<file path="src/rtl/core/biquad_iir_sample_filter_core_defines.svh">
// ----------------------------------------------------------------------------
// Biquad core assertion macros
// Shared concurrent assertion wrappers for the biquad filter RTL.
// ----------------------------------------------------------------------------
`ifndef BIQUAD_IIR_SAMPLE_FILTER_CORE_DEFINES_SVH
`define BIQUAD_IIR_SAMPLE_FILTER_CORE_DEFINES_SVH

// Same-cycle implication, disabled while reset is asserted.
`define BIQ_ASSERT_IMP(lbl, clk, rstn, ante, cons) \
  lbl: assert property (@(posedge clk) disable iff (!rstn) (ante) |-> (cons)) \
    else $error("biquad core assertion failed");

// Next-cycle implication, disabled while reset is asserted.
`define BIQ_ASSERT_NXT(lbl, clk, rstn, ante, cons) \
  lbl: assert property (@(posedge clk) disable iff (!rstn) (ante) |=> (cons)) \
    else $error("biquad core assertion failed");

`endif

</file>
<file path="src/rtl/core/biq_pkg.sv">
// ----------------------------------------------------------------------------
// Biquad package
// Constants, coefficient set type and register codes for the biquad core.
// ----------------------------------------------------------------------------
package biq_pkg;

  localparam int unsigned SampleWidthDef = 16;
  localparam int unsigned CoefWidth      = 25;
  localparam int unsigned InShift        = 6;
  localparam int unsigned OutShift       = 14;
  localparam int unsigned CfgIdxWidth    = 3;

  // Register index codes on the configuration port
  typedef enum logic [CfgIdxWidth-1:0] {
    RegB0,
    RegB1,
    RegB2,
    RegA1,
    RegA2
  } coef_idx_e;

  typedef struct packed {
    logic signed [CoefWidth-1:0] b0;
    logic signed [CoefWidth-1:0] b1;
    logic signed [CoefWidth-1:0] b2;
    logic signed [CoefWidth-1:0] a1;
    logic signed [CoefWidth-1:0] a2;
  } coef_t;

endpackage

</file>
<file path="src/rtl/core/biq_feedfwd.sv">
// ----------------------------------------------------------------------------
// Biquad feed-forward stages
// Input register with input history, then the registered b0/b1/b2 sum.
// ----------------------------------------------------------------------------
`include "biquad_iir_sample_filter_core_defines.svh"

module biq_feedfwd #(
  parameter int unsigned SampleWidth = biq_pkg::SampleWidthDef
) (
  input  logic                   clk_i,
  input  logic                   rst_ni,
  input  biq_pkg::coef_t         coef_i,
  input  logic                   in_valid_i,
  output logic                   in_stall_o,
  input  logic signed [SampleWidth-1:0] sample_in_i,
  input  logic                   block_end_i,
  output logic                   ff_valid_o,
  output logic                   ff_block_end_o,
  output logic signed [biq_pkg::CoefWidth+SampleWidth-biq_pkg::InShift+2:0] ff_sum_o,
  input  logic                   ff_take_i
);
  import biq_pkg::*;

  localparam int unsigned XWidth   = SampleWidth - InShift;
  localparam int unsigned ProdW    = CoefWidth + XWidth;
  localparam int unsigned AccWidth = ProdW + 3;

  logic en1, en2, accept;
  logic signed [XWidth-1:0] x_in;

  // stage 1: current input and its two predecessors
  logic                     v1_q, be1_q;
  logic signed [XWidth-1:0] x0_q, x1_q, x2_q;
  // input history, advanced per accepted transaction
  logic signed [XWidth-1:0] xd1_q, xd2_q;

  // stage 2: feed-forward sum
  logic                       v2_q, be2_q;
  logic signed [AccWidth-1:0] ff_q, ff_d;
  logic signed [ProdW-1:0]    p0, p1, p2;

  assign en2        = !v2_q || ff_take_i;
  assign en1        = !v1_q || en2;
  assign accept     = in_valid_i && en1;
  assign in_stall_o = !en1;

  // floor shift is a plain slice
  assign x_in = $signed(sample_in_i[SampleWidth-1:InShift]);

  always_ff @(posedge clk_i or negedge rst_ni) begin
    if (!rst_ni) begin
      v1_q  <= 1'b0;
      xd1_q <= '0;
      xd2_q <= '0;
    end else begin
      if (en1) begin
        v1_q <= in_valid_i;
      end
      if (accept) begin
        xd1_q <= x_in;
        xd2_q <= xd1_q;
      end
    end
  end

  always_ff @(posedge clk_i) begin
    if (accept) begin
      x0_q  <= x_in;
      x1_q  <= xd1_q;
      x2_q  <= xd2_q;
      be1_q <= block_end_i;
    end
  end

  assign p0   = ProdW'(coef_i.b0) * ProdW'(x0_q);
  assign p1   = ProdW'(coef_i.b1) * ProdW'(x1_q);
  assign p2   = ProdW'(coef_i.b2) * ProdW'(x2_q);
  assign ff_d = AccWidth'(p0) + AccWidth'(p1) + AccWidth'(p2);

  always_ff @(posedge clk_i or negedge rst_ni) begin
    if (!rst_ni) begin
      v2_q <= 1'b0;
    end else if (en2) begin
      v2_q <= v1_q;
    end
  end

  always_ff @(posedge clk_i) begin
    if (en2 && v1_q) begin
      ff_q  <= ff_d;
      be2_q <= be1_q;
    end
  end

  assign ff_valid_o     = v2_q;
  assign ff_block_end_o = be2_q;
  assign ff_sum_o       = ff_q;

  `BIQ_ASSERT_NXT(hist_shift_chk, clk_i, rst_ni, accept,
                  (x1_q == $past(xd1_q)) && (xd1_q == x0_q) && (xd2_q == x1_q))

endmodule

</file>
<file path="src/rtl/core/biq_feedback.sv">
// ----------------------------------------------------------------------------
// Biquad feedback stage
// Subtracts a1/a2 terms, scales, saturates and holds the result register.
// ----------------------------------------------------------------------------
`include "biquad_iir_sample_filter_core_defines.svh"

module biq_feedback #(
  parameter int unsigned SampleWidth = biq_pkg::SampleWidthDef
) (
  input  logic                   clk_i,
  input  logic                   rst_ni,
  input  biq_pkg::coef_t         coef_i,
  input  logic                   ff_valid_i,
  input  logic                   ff_block_end_i,
  input  logic signed [biq_pkg::CoefWidth+SampleWidth-biq_pkg::InShift+2:0] ff_sum_i,
  output logic                   ff_take_o,
  output logic                   out_valid_o,
  input  logic                   out_stall_i,
  output logic signed [SampleWidth-1:0] sample_out_o,
  output logic                   block_end_out_o
);
  import biq_pkg::*;

  localparam int unsigned XWidth   = SampleWidth - InShift;
  localparam int unsigned ProdW    = CoefWidth + XWidth;
  localparam int unsigned AccWidth = ProdW + 3;
  localparam int unsigned ShWidth  = AccWidth - OutShift;

  localparam logic signed [SampleWidth-1:0] SatMax = {1'b0, {(SampleWidth-1){1'b1}}};
  localparam logic signed [SampleWidth-1:0] SatMin = {1'b1, {(SampleWidth-1){1'b0}}};

  logic en3, load;
  logic signed [ProdW-1:0]    pa1, pa2;
  logic signed [AccWidth-1:0] acc;
  logic signed [ShWidth-1:0]  acc_sh;
  logic                       in_range;
  logic signed [SampleWidth-1:0] y_d;

  logic                          v3_q, be3_q;
  logic signed [SampleWidth-1:0] y_q;
  logic signed [XWidth-1:0]      y1_q, y2_q;

  assign en3       = !v3_q || !out_stall_i;
  assign load      = en3 && ff_valid_i;
  assign ff_take_o = en3;

  assign pa1 = ProdW'(coef_i.a1) * ProdW'(y1_q);
  assign pa2 = ProdW'(coef_i.a2) * ProdW'(y2_q);
  assign acc = ff_sum_i - AccWidth'(pa1) - AccWidth'(pa2);

  // arithmetic shift by OutShift, then clamp to the sample range
  assign acc_sh   = acc[AccWidth-1:OutShift];
  assign in_range = (acc_sh[ShWidth-1:SampleWidth-1] == '0) ||
                    (acc_sh[ShWidth-1:SampleWidth-1] == '1);

  always_comb begin
    if (in_range) begin
      y_d = acc_sh[SampleWidth-1:0];
    end else if (acc_sh[ShWidth-1]) begin
      y_d = SatMin;
    end else begin
      y_d = SatMax;
    end
  end

  always_ff @(posedge clk_i or negedge rst_ni) begin
    if (!rst_ni) begin
      v3_q <= 1'b0;
      y1_q <= '0;
      y2_q <= '0;
    end else begin
      if (en3) begin
        v3_q <= ff_valid_i;
      end
      if (load) begin
        y1_q <= y_d[SampleWidth-1:InShift];
        y2_q <= y1_q;
      end
    end
  end

  always_ff @(posedge clk_i) begin
    if (load) begin
      y_q   <= y_d;
      be3_q <= ff_block_end_i;
    end
  end

  assign out_valid_o     = v3_q;
  assign sample_out_o    = y_q;
  assign block_end_out_o = be3_q;

  `BIQ_ASSERT_NXT(y1_tracks_out, clk_i, rst_ni, load,
                  y1_q == y_q[SampleWidth-1:InShift])
  `BIQ_ASSERT_NXT(y2_follows_y1, clk_i, rst_ni, load, y2_q == $past(y1_q))

endmodule

</file>
<file path="src/rtl/core/biquad_iir_sample_filter_core.sv">
// ----------------------------------------------------------------------------
// Biquad IIR sample filter core
// Fixed-point direct form I biquad with programmable coefficients.
// ----------------------------------------------------------------------------
// While the output is not stalled, the core takes one signed sample per
// clock and returns one filtered, saturated sample per clock for every
// sample taken. Input samples are shifted right by 6, combined with the two
// previous shifted inputs and the two previous outputs (also shifted right
// by 6) through five 25-bit coefficients with 20 fractional bits, shifted
// right by 14 (floor) and clamped to the signed sample range. Throughput is
// one transaction per cycle while out_stall_i is low. A sample passes three
// register stages: input, feed-forward sum, result. The a1/a2 feedback loop
// (two multiplies, subtract, clamp) is combinational between the output
// history registers and sets the clock limit. The block-end flag travels
// with its sample. Coefficients reset to zero and should be written only
// while the core is empty.
// ----------------------------------------------------------------------------
`include "biquad_iir_sample_filter_core_defines.svh"

module biquad_iir_sample_filter_core #(
  parameter int unsigned SampleWidth = biq_pkg::SampleWidthDef
) (
  input  logic                           clk_i,
  input  logic                           rst_ni,
  // configuration write port
  input  logic                           cfg_we_i,
  input  logic [biq_pkg::CfgIdxWidth-1:0] cfg_idx_i,
  input  logic [biq_pkg::CoefWidth-1:0]  cfg_data_i,
  // sample input channel
  input  logic                           in_valid_i,
  output logic                           in_stall_o,
  input  logic signed [SampleWidth-1:0]  sample_in_i,
  input  logic                           block_end_i,
  // sample output channel
  output logic                           out_valid_o,
  input  logic                           out_stall_i,
  output logic signed [SampleWidth-1:0]  sample_out_o,
  output logic                           block_end_out_o
);
  import biq_pkg::*;

  localparam int unsigned XWidth   = SampleWidth - InShift;
  localparam int unsigned AccWidth = CoefWidth + XWidth + 3;

  coef_t coef_q;

  logic                       ff_valid, ff_block_end, ff_take;
  logic signed [AccWidth-1:0] ff_sum;

  // Coefficient registers; indexes past the last coefficient are dropped.
  always_ff @(posedge clk_i or negedge rst_ni) begin
    if (!rst_ni) begin
      coef_q <= '0;
    end else if (cfg_we_i) begin
      unique case (coef_idx_e'(cfg_idx_i))
        RegB0:   coef_q.b0 <= cfg_data_i;
        RegB1:   coef_q.b1 <= cfg_data_i;
        RegB2:   coef_q.b2 <= cfg_data_i;
        RegA1:   coef_q.a1 <= cfg_data_i;
        RegA2:   coef_q.a2 <= cfg_data_i;
        default: ;
      endcase
    end
  end

  // Stages 1-2: input register, input history, b0/b1/b2 sum.
  biq_feedfwd #(
    .SampleWidth (SampleWidth)
  ) u_feedfwd (
    .clk_i          (clk_i),
    .rst_ni         (rst_ni),
    .coef_i         (coef_q),
    .in_valid_i     (in_valid_i),
    .in_stall_o     (in_stall_o),
    .sample_in_i    (sample_in_i),
    .block_end_i    (block_end_i),
    .ff_valid_o     (ff_valid),
    .ff_block_end_o (ff_block_end),
    .ff_sum_o       (ff_sum),
    .ff_take_i      (ff_take)
  );

  // Stage 3: feedback terms, scaling, clamp, output register and history.
  biq_feedback #(
    .SampleWidth (SampleWidth)
  ) u_feedback (
    .clk_i           (clk_i),
    .rst_ni          (rst_ni),
    .coef_i          (coef_q),
    .ff_valid_i      (ff_valid),
    .ff_block_end_i  (ff_block_end),
    .ff_sum_i        (ff_sum),
    .ff_take_o       (ff_take),
    .out_valid_o     (out_valid_o),
    .out_stall_i     (out_stall_i),
    .sample_out_o    (sample_out_o),
    .block_end_out_o (block_end_out_o)
  );

  // Input is only held off when the whole pipe is backed up behind the output.
  `BIQ_ASSERT_IMP(stall_only_when_full, clk_i, rst_ni, in_stall_o,
                  out_valid_o && out_stall_i && ff_valid)

endmodule
</file>
<file path="config.mk">
export PLATFORM = sky130hd
export DESIGN_NAME = biquad_iir_sample_filter_core
export DESIGN_NICKNAME = d
export VERILOG_FILES = /design/src/rtl/core/biq_pkg.sv /design/src/rtl/core/biq_feedfwd.sv /design/src/rtl/core/biq_feedback.sv /design/src/rtl/core/biquad_iir_sample_filter_core.sv
export VERILOG_INCLUDE_DIRS = /design/src /design/src/rtl/core
export SDC_FILE = /design/constraint.sdc
export NUM_CORES = 2
export LEC_CHECK = 0
export ABC_AREA = 1
export BUFFER_PORTS_ARGS = -buffer_cell sky130_fd_sc_hd__buf_2
export CORE_AREA = 2 2 402 404
export CTS_CLUSTER_SIZE = 20
export DETAILED_ROUTE_END_ITERATION = 6
export DIE_AREA = 0 0 404 406
export PLACE_DENSITY = 0.62
export SLEW_MARGIN = 20
export SYNTH_ARGS = -nofsm -noshare
export SYNTH_HDL_FRONTEND = slang
export SYNTH_SLANG_ARGS = --single-unit
</file>
<file path="constraint.sdc">
create_clock -name clk_i -period 7.5 [get_ports clk_i]
set_clock_uncertainty 0.15 [all_clocks]
set_input_delay 1.125 -clock clk_i [delete_from_list [all_inputs] [get_ports clk_i]]
set_output_delay 1.125 -clock clk_i [all_outputs]
set_load 0.005 [all_outputs]
</file>
==> results.yml <==
run_status:
  status: "finished clean"
hold_path:
  min_from: "u_feedfwd.be1_q"
  min_path_type: "flop to flop"
global_route:
  track_usage_pct: 18.3
  grt_max_degree: 71
  grt_pass1_wl_um: 236000
  grt-ovfl-total: 0
  antenna_found_initial: 10
  grt_pass1_vias: 44100
detailed_routing:
  avgRoutedWirePerCell_um: 16.7
  routed_wl_um: 145000
  num_vias: 39700
  drc: 0
  dr.pass1.iters: 6
  drtAntennaViolNets: 0
  drtIter0Drc: 2336
  viasPerCell: 4.57
clock_network:
  cts_tree: "yes"
  clkTransAtPathRegs_ns: 0.06
  cts_root_buf: "clkbuf_16"
  clock_path_buffers: 3
  cts_sinks: 254
  cts-buffers-inserted: 36
  htreeDepth: 2
  cts_hold_buf: 0
  clk_latency_ns: 0.62
place:
  hpwl_um: 126000
  gp_congestion: 0.914
  dp.cells: 8608
  io_buffers: 62
layout:
  seq_area_sq_um: 6810
  area_growth_syn_to_layout_pct: 10.7
  final_common_cell: "inv_1"
  nFillCells: 16000
  nNetsFinal: 8250
  layout_common_cells: "2009 x inv_1, 1663 x nand2_1, 1316 x fa_1"
  multi_input_area_sq_um: 40400
  final_util_pct: 38.5
  drive_gt1_share_pct: 8.35
  fin_cells: 8688
sta:
  period_share_pct: 97.1
  rsz0062_at_grt: "yes"
  min_period_ns: 7.28
  timing.fmax_mhz: 137
  slew_headroom_pct: 42.1
  finalHoldViolCount: 0
  final_max_slew_viol_count: 0
  setup_viol_count_final: 0
  tightest_slew_ns: 0.868
  fin_tns_setup_ns: 0
worst_setup_path:
  slowest_stage: "fa_1"
  crit_top_cell: "fa_1"
  worstPathArrival_ns: 7.45
  reg2reg_slack_ns: 0.22
  cp-end-kind: "flop"
  required_ns: 7.67
  max_stage_delay_ns: 0.59
  path_delay_family: "adder cells"
  cp_num_cells: 25
  r2r-start: "u_feedfwd.x2_q[9]"
  reg2reg_depth: 25
  startpoint: "u_feedfwd.x2_q[9]"
  path_max_fanout: 10
  cp-start-kind: "flop"
  cp_num_buf_inv: 5
  reg2reg_to: "u_feedfwd.ff_sum_o[34]"
  crit_end: "u_feedfwd.ff_sum_o[34]"
  path_class: "flop to flop"
logic_synthesis:
  synth-edff-count: 86
  avgSynthCellArea_sq_um: 8.54
  async_flop_share_pct: 66.1
  ys_types: 45
  syn-cell-area_sq_um: 55600
  yosys.area.top_type_share_pct: 47.7
  ys_seq_area_share_pct: 12.2
  yosys_warnings: 0
  synth.net_count: 8179
  synthFlopType: "dfrtp_1"
  syn_inst: 6504
  synth_area_leaders: "fa_1 48%, inv_1 14%, nand2_1 11%"
  yosysTopAreaCell: "fa_1"
  ys_ff_latch: 254
die:
  rows: 147
  die_w_um: 404
  io_pins: 69
  die-area_sq_um: 164000
  dieHeight_um: 406
  start_util_pct: 34.8
  core_sq_um: 160000
flow_run:
  maxCapViolCount: 0
area by class of cell:
cell class	instances	area share [%]
Timing Repair Buffer	338	4.73
Antenna cell	1	0.00407
Inverter	2020	12.4
Tap cell	2086	4.24
Multi-Input combinational cell	3925	65.6
Clock buffer	43	1.54
Sequential cell	254	11.1
Clock inverter	21	0.423
what timing repair did:
item	4_1_cts	5_1_grt
pin swaps	1	15
gates resized for setup	2	89
setup buffers	0	14
hold endpoints to repair	0	0
setup endpoints to repair	1	31
synthesized netlist by cell type, types with 40 or more instances:
cell,number
a21oi_1,72
clkbuf_1,296
dfrtp_1,168
edfxtp_1,86
fa_1,1325
ha_1,300
inv_1,2015
nand2_1,1671
nor2_1,161
o21ai_0,163
or2_2,40
xor2_1,42
kinds of logic (layout without fill, tap and decap cells):
| group | Yosys count | after routing | share of synthesized area, % |
|---|---|---|---|
| xor+xnor | 75 | 75 | 1.20 |
| other cells | 0 | 1 | 0 |
| simple gates | 1962 | 1962 | 13.8 |
| buf+inv | 2325 | 2422 | 15.8 |
| fa+ha+maj | 1625 | 1625 | 54.5 |
| flops | 254 | 254 | 12.2 |
| compound gates | 263 | 263 | 2.49 |
state kept, by name, indices dropped and copies added, names as in the netlist:
name and count:
u_feedback.y2_q 10, coef_q 125, u_feedfwd.x2_q 10, u_feedback.block_end_out_o 1, u_feedback.y1_q 10, u_feedfwd.be1_q 1, u_feedfwd.ff_block_end_o 1, u_feedfwd.x1_q 10
u_feedfwd.ff_valid_o 1, u_feedfwd.xd1_q 10, u_feedback.out_valid_o 1, u_feedback.sample_out_o 16, u_feedfwd.v1_q 1, u_feedfwd.ff_sum_o 37, u_feedfwd.xd2_q 10, u_feedfwd.x0_q 10
routing by layer:
metal	share of wire, %	wire [um]	vias up	track usage (%)
met2	49	70500	989	31.7
li1	-	-	18200	-
met3	5.6	8080	196	2.66
met5	0.0090	13	-	0
met1	44	63200	20400	24.2
met4	2.2	3210	2	4.25
metrics by stage:
step                worst slack [ns]  instance area (sq um)  hold WS (ns)
finish                         0.217                  61500         0.283
floorplan                      0.572                  55600         0.250
CTS                           0.0149                  61000         0.282
detailed placement           -0.0380                  59700         0.269
global route                 -0.0141                  61500         0.300
global placement              0.0276                  59700         0.256
how the worst min path moves through the flow:
stage	end	slack, ns	cells after the start
after global placement	u_feedfwd.ff_block_end_o	0.26	0
final	u_feedfwd.ff_block_end_o	0.28	0
after floorplan	u_feedback.block_end_out_o	0.25	0
after global routing	u_feedfwd.x2_q[9]	0.30	0
after detailed placement	u_feedfwd.ff_block_end_o	0.27	0
after CTS	u_feedfwd.ff_block_end_o	0.28	0
Power is left out: the tool's default activity adds up to more than one toggle a clock period on the data nets, which glitch-free logic cannot reach.
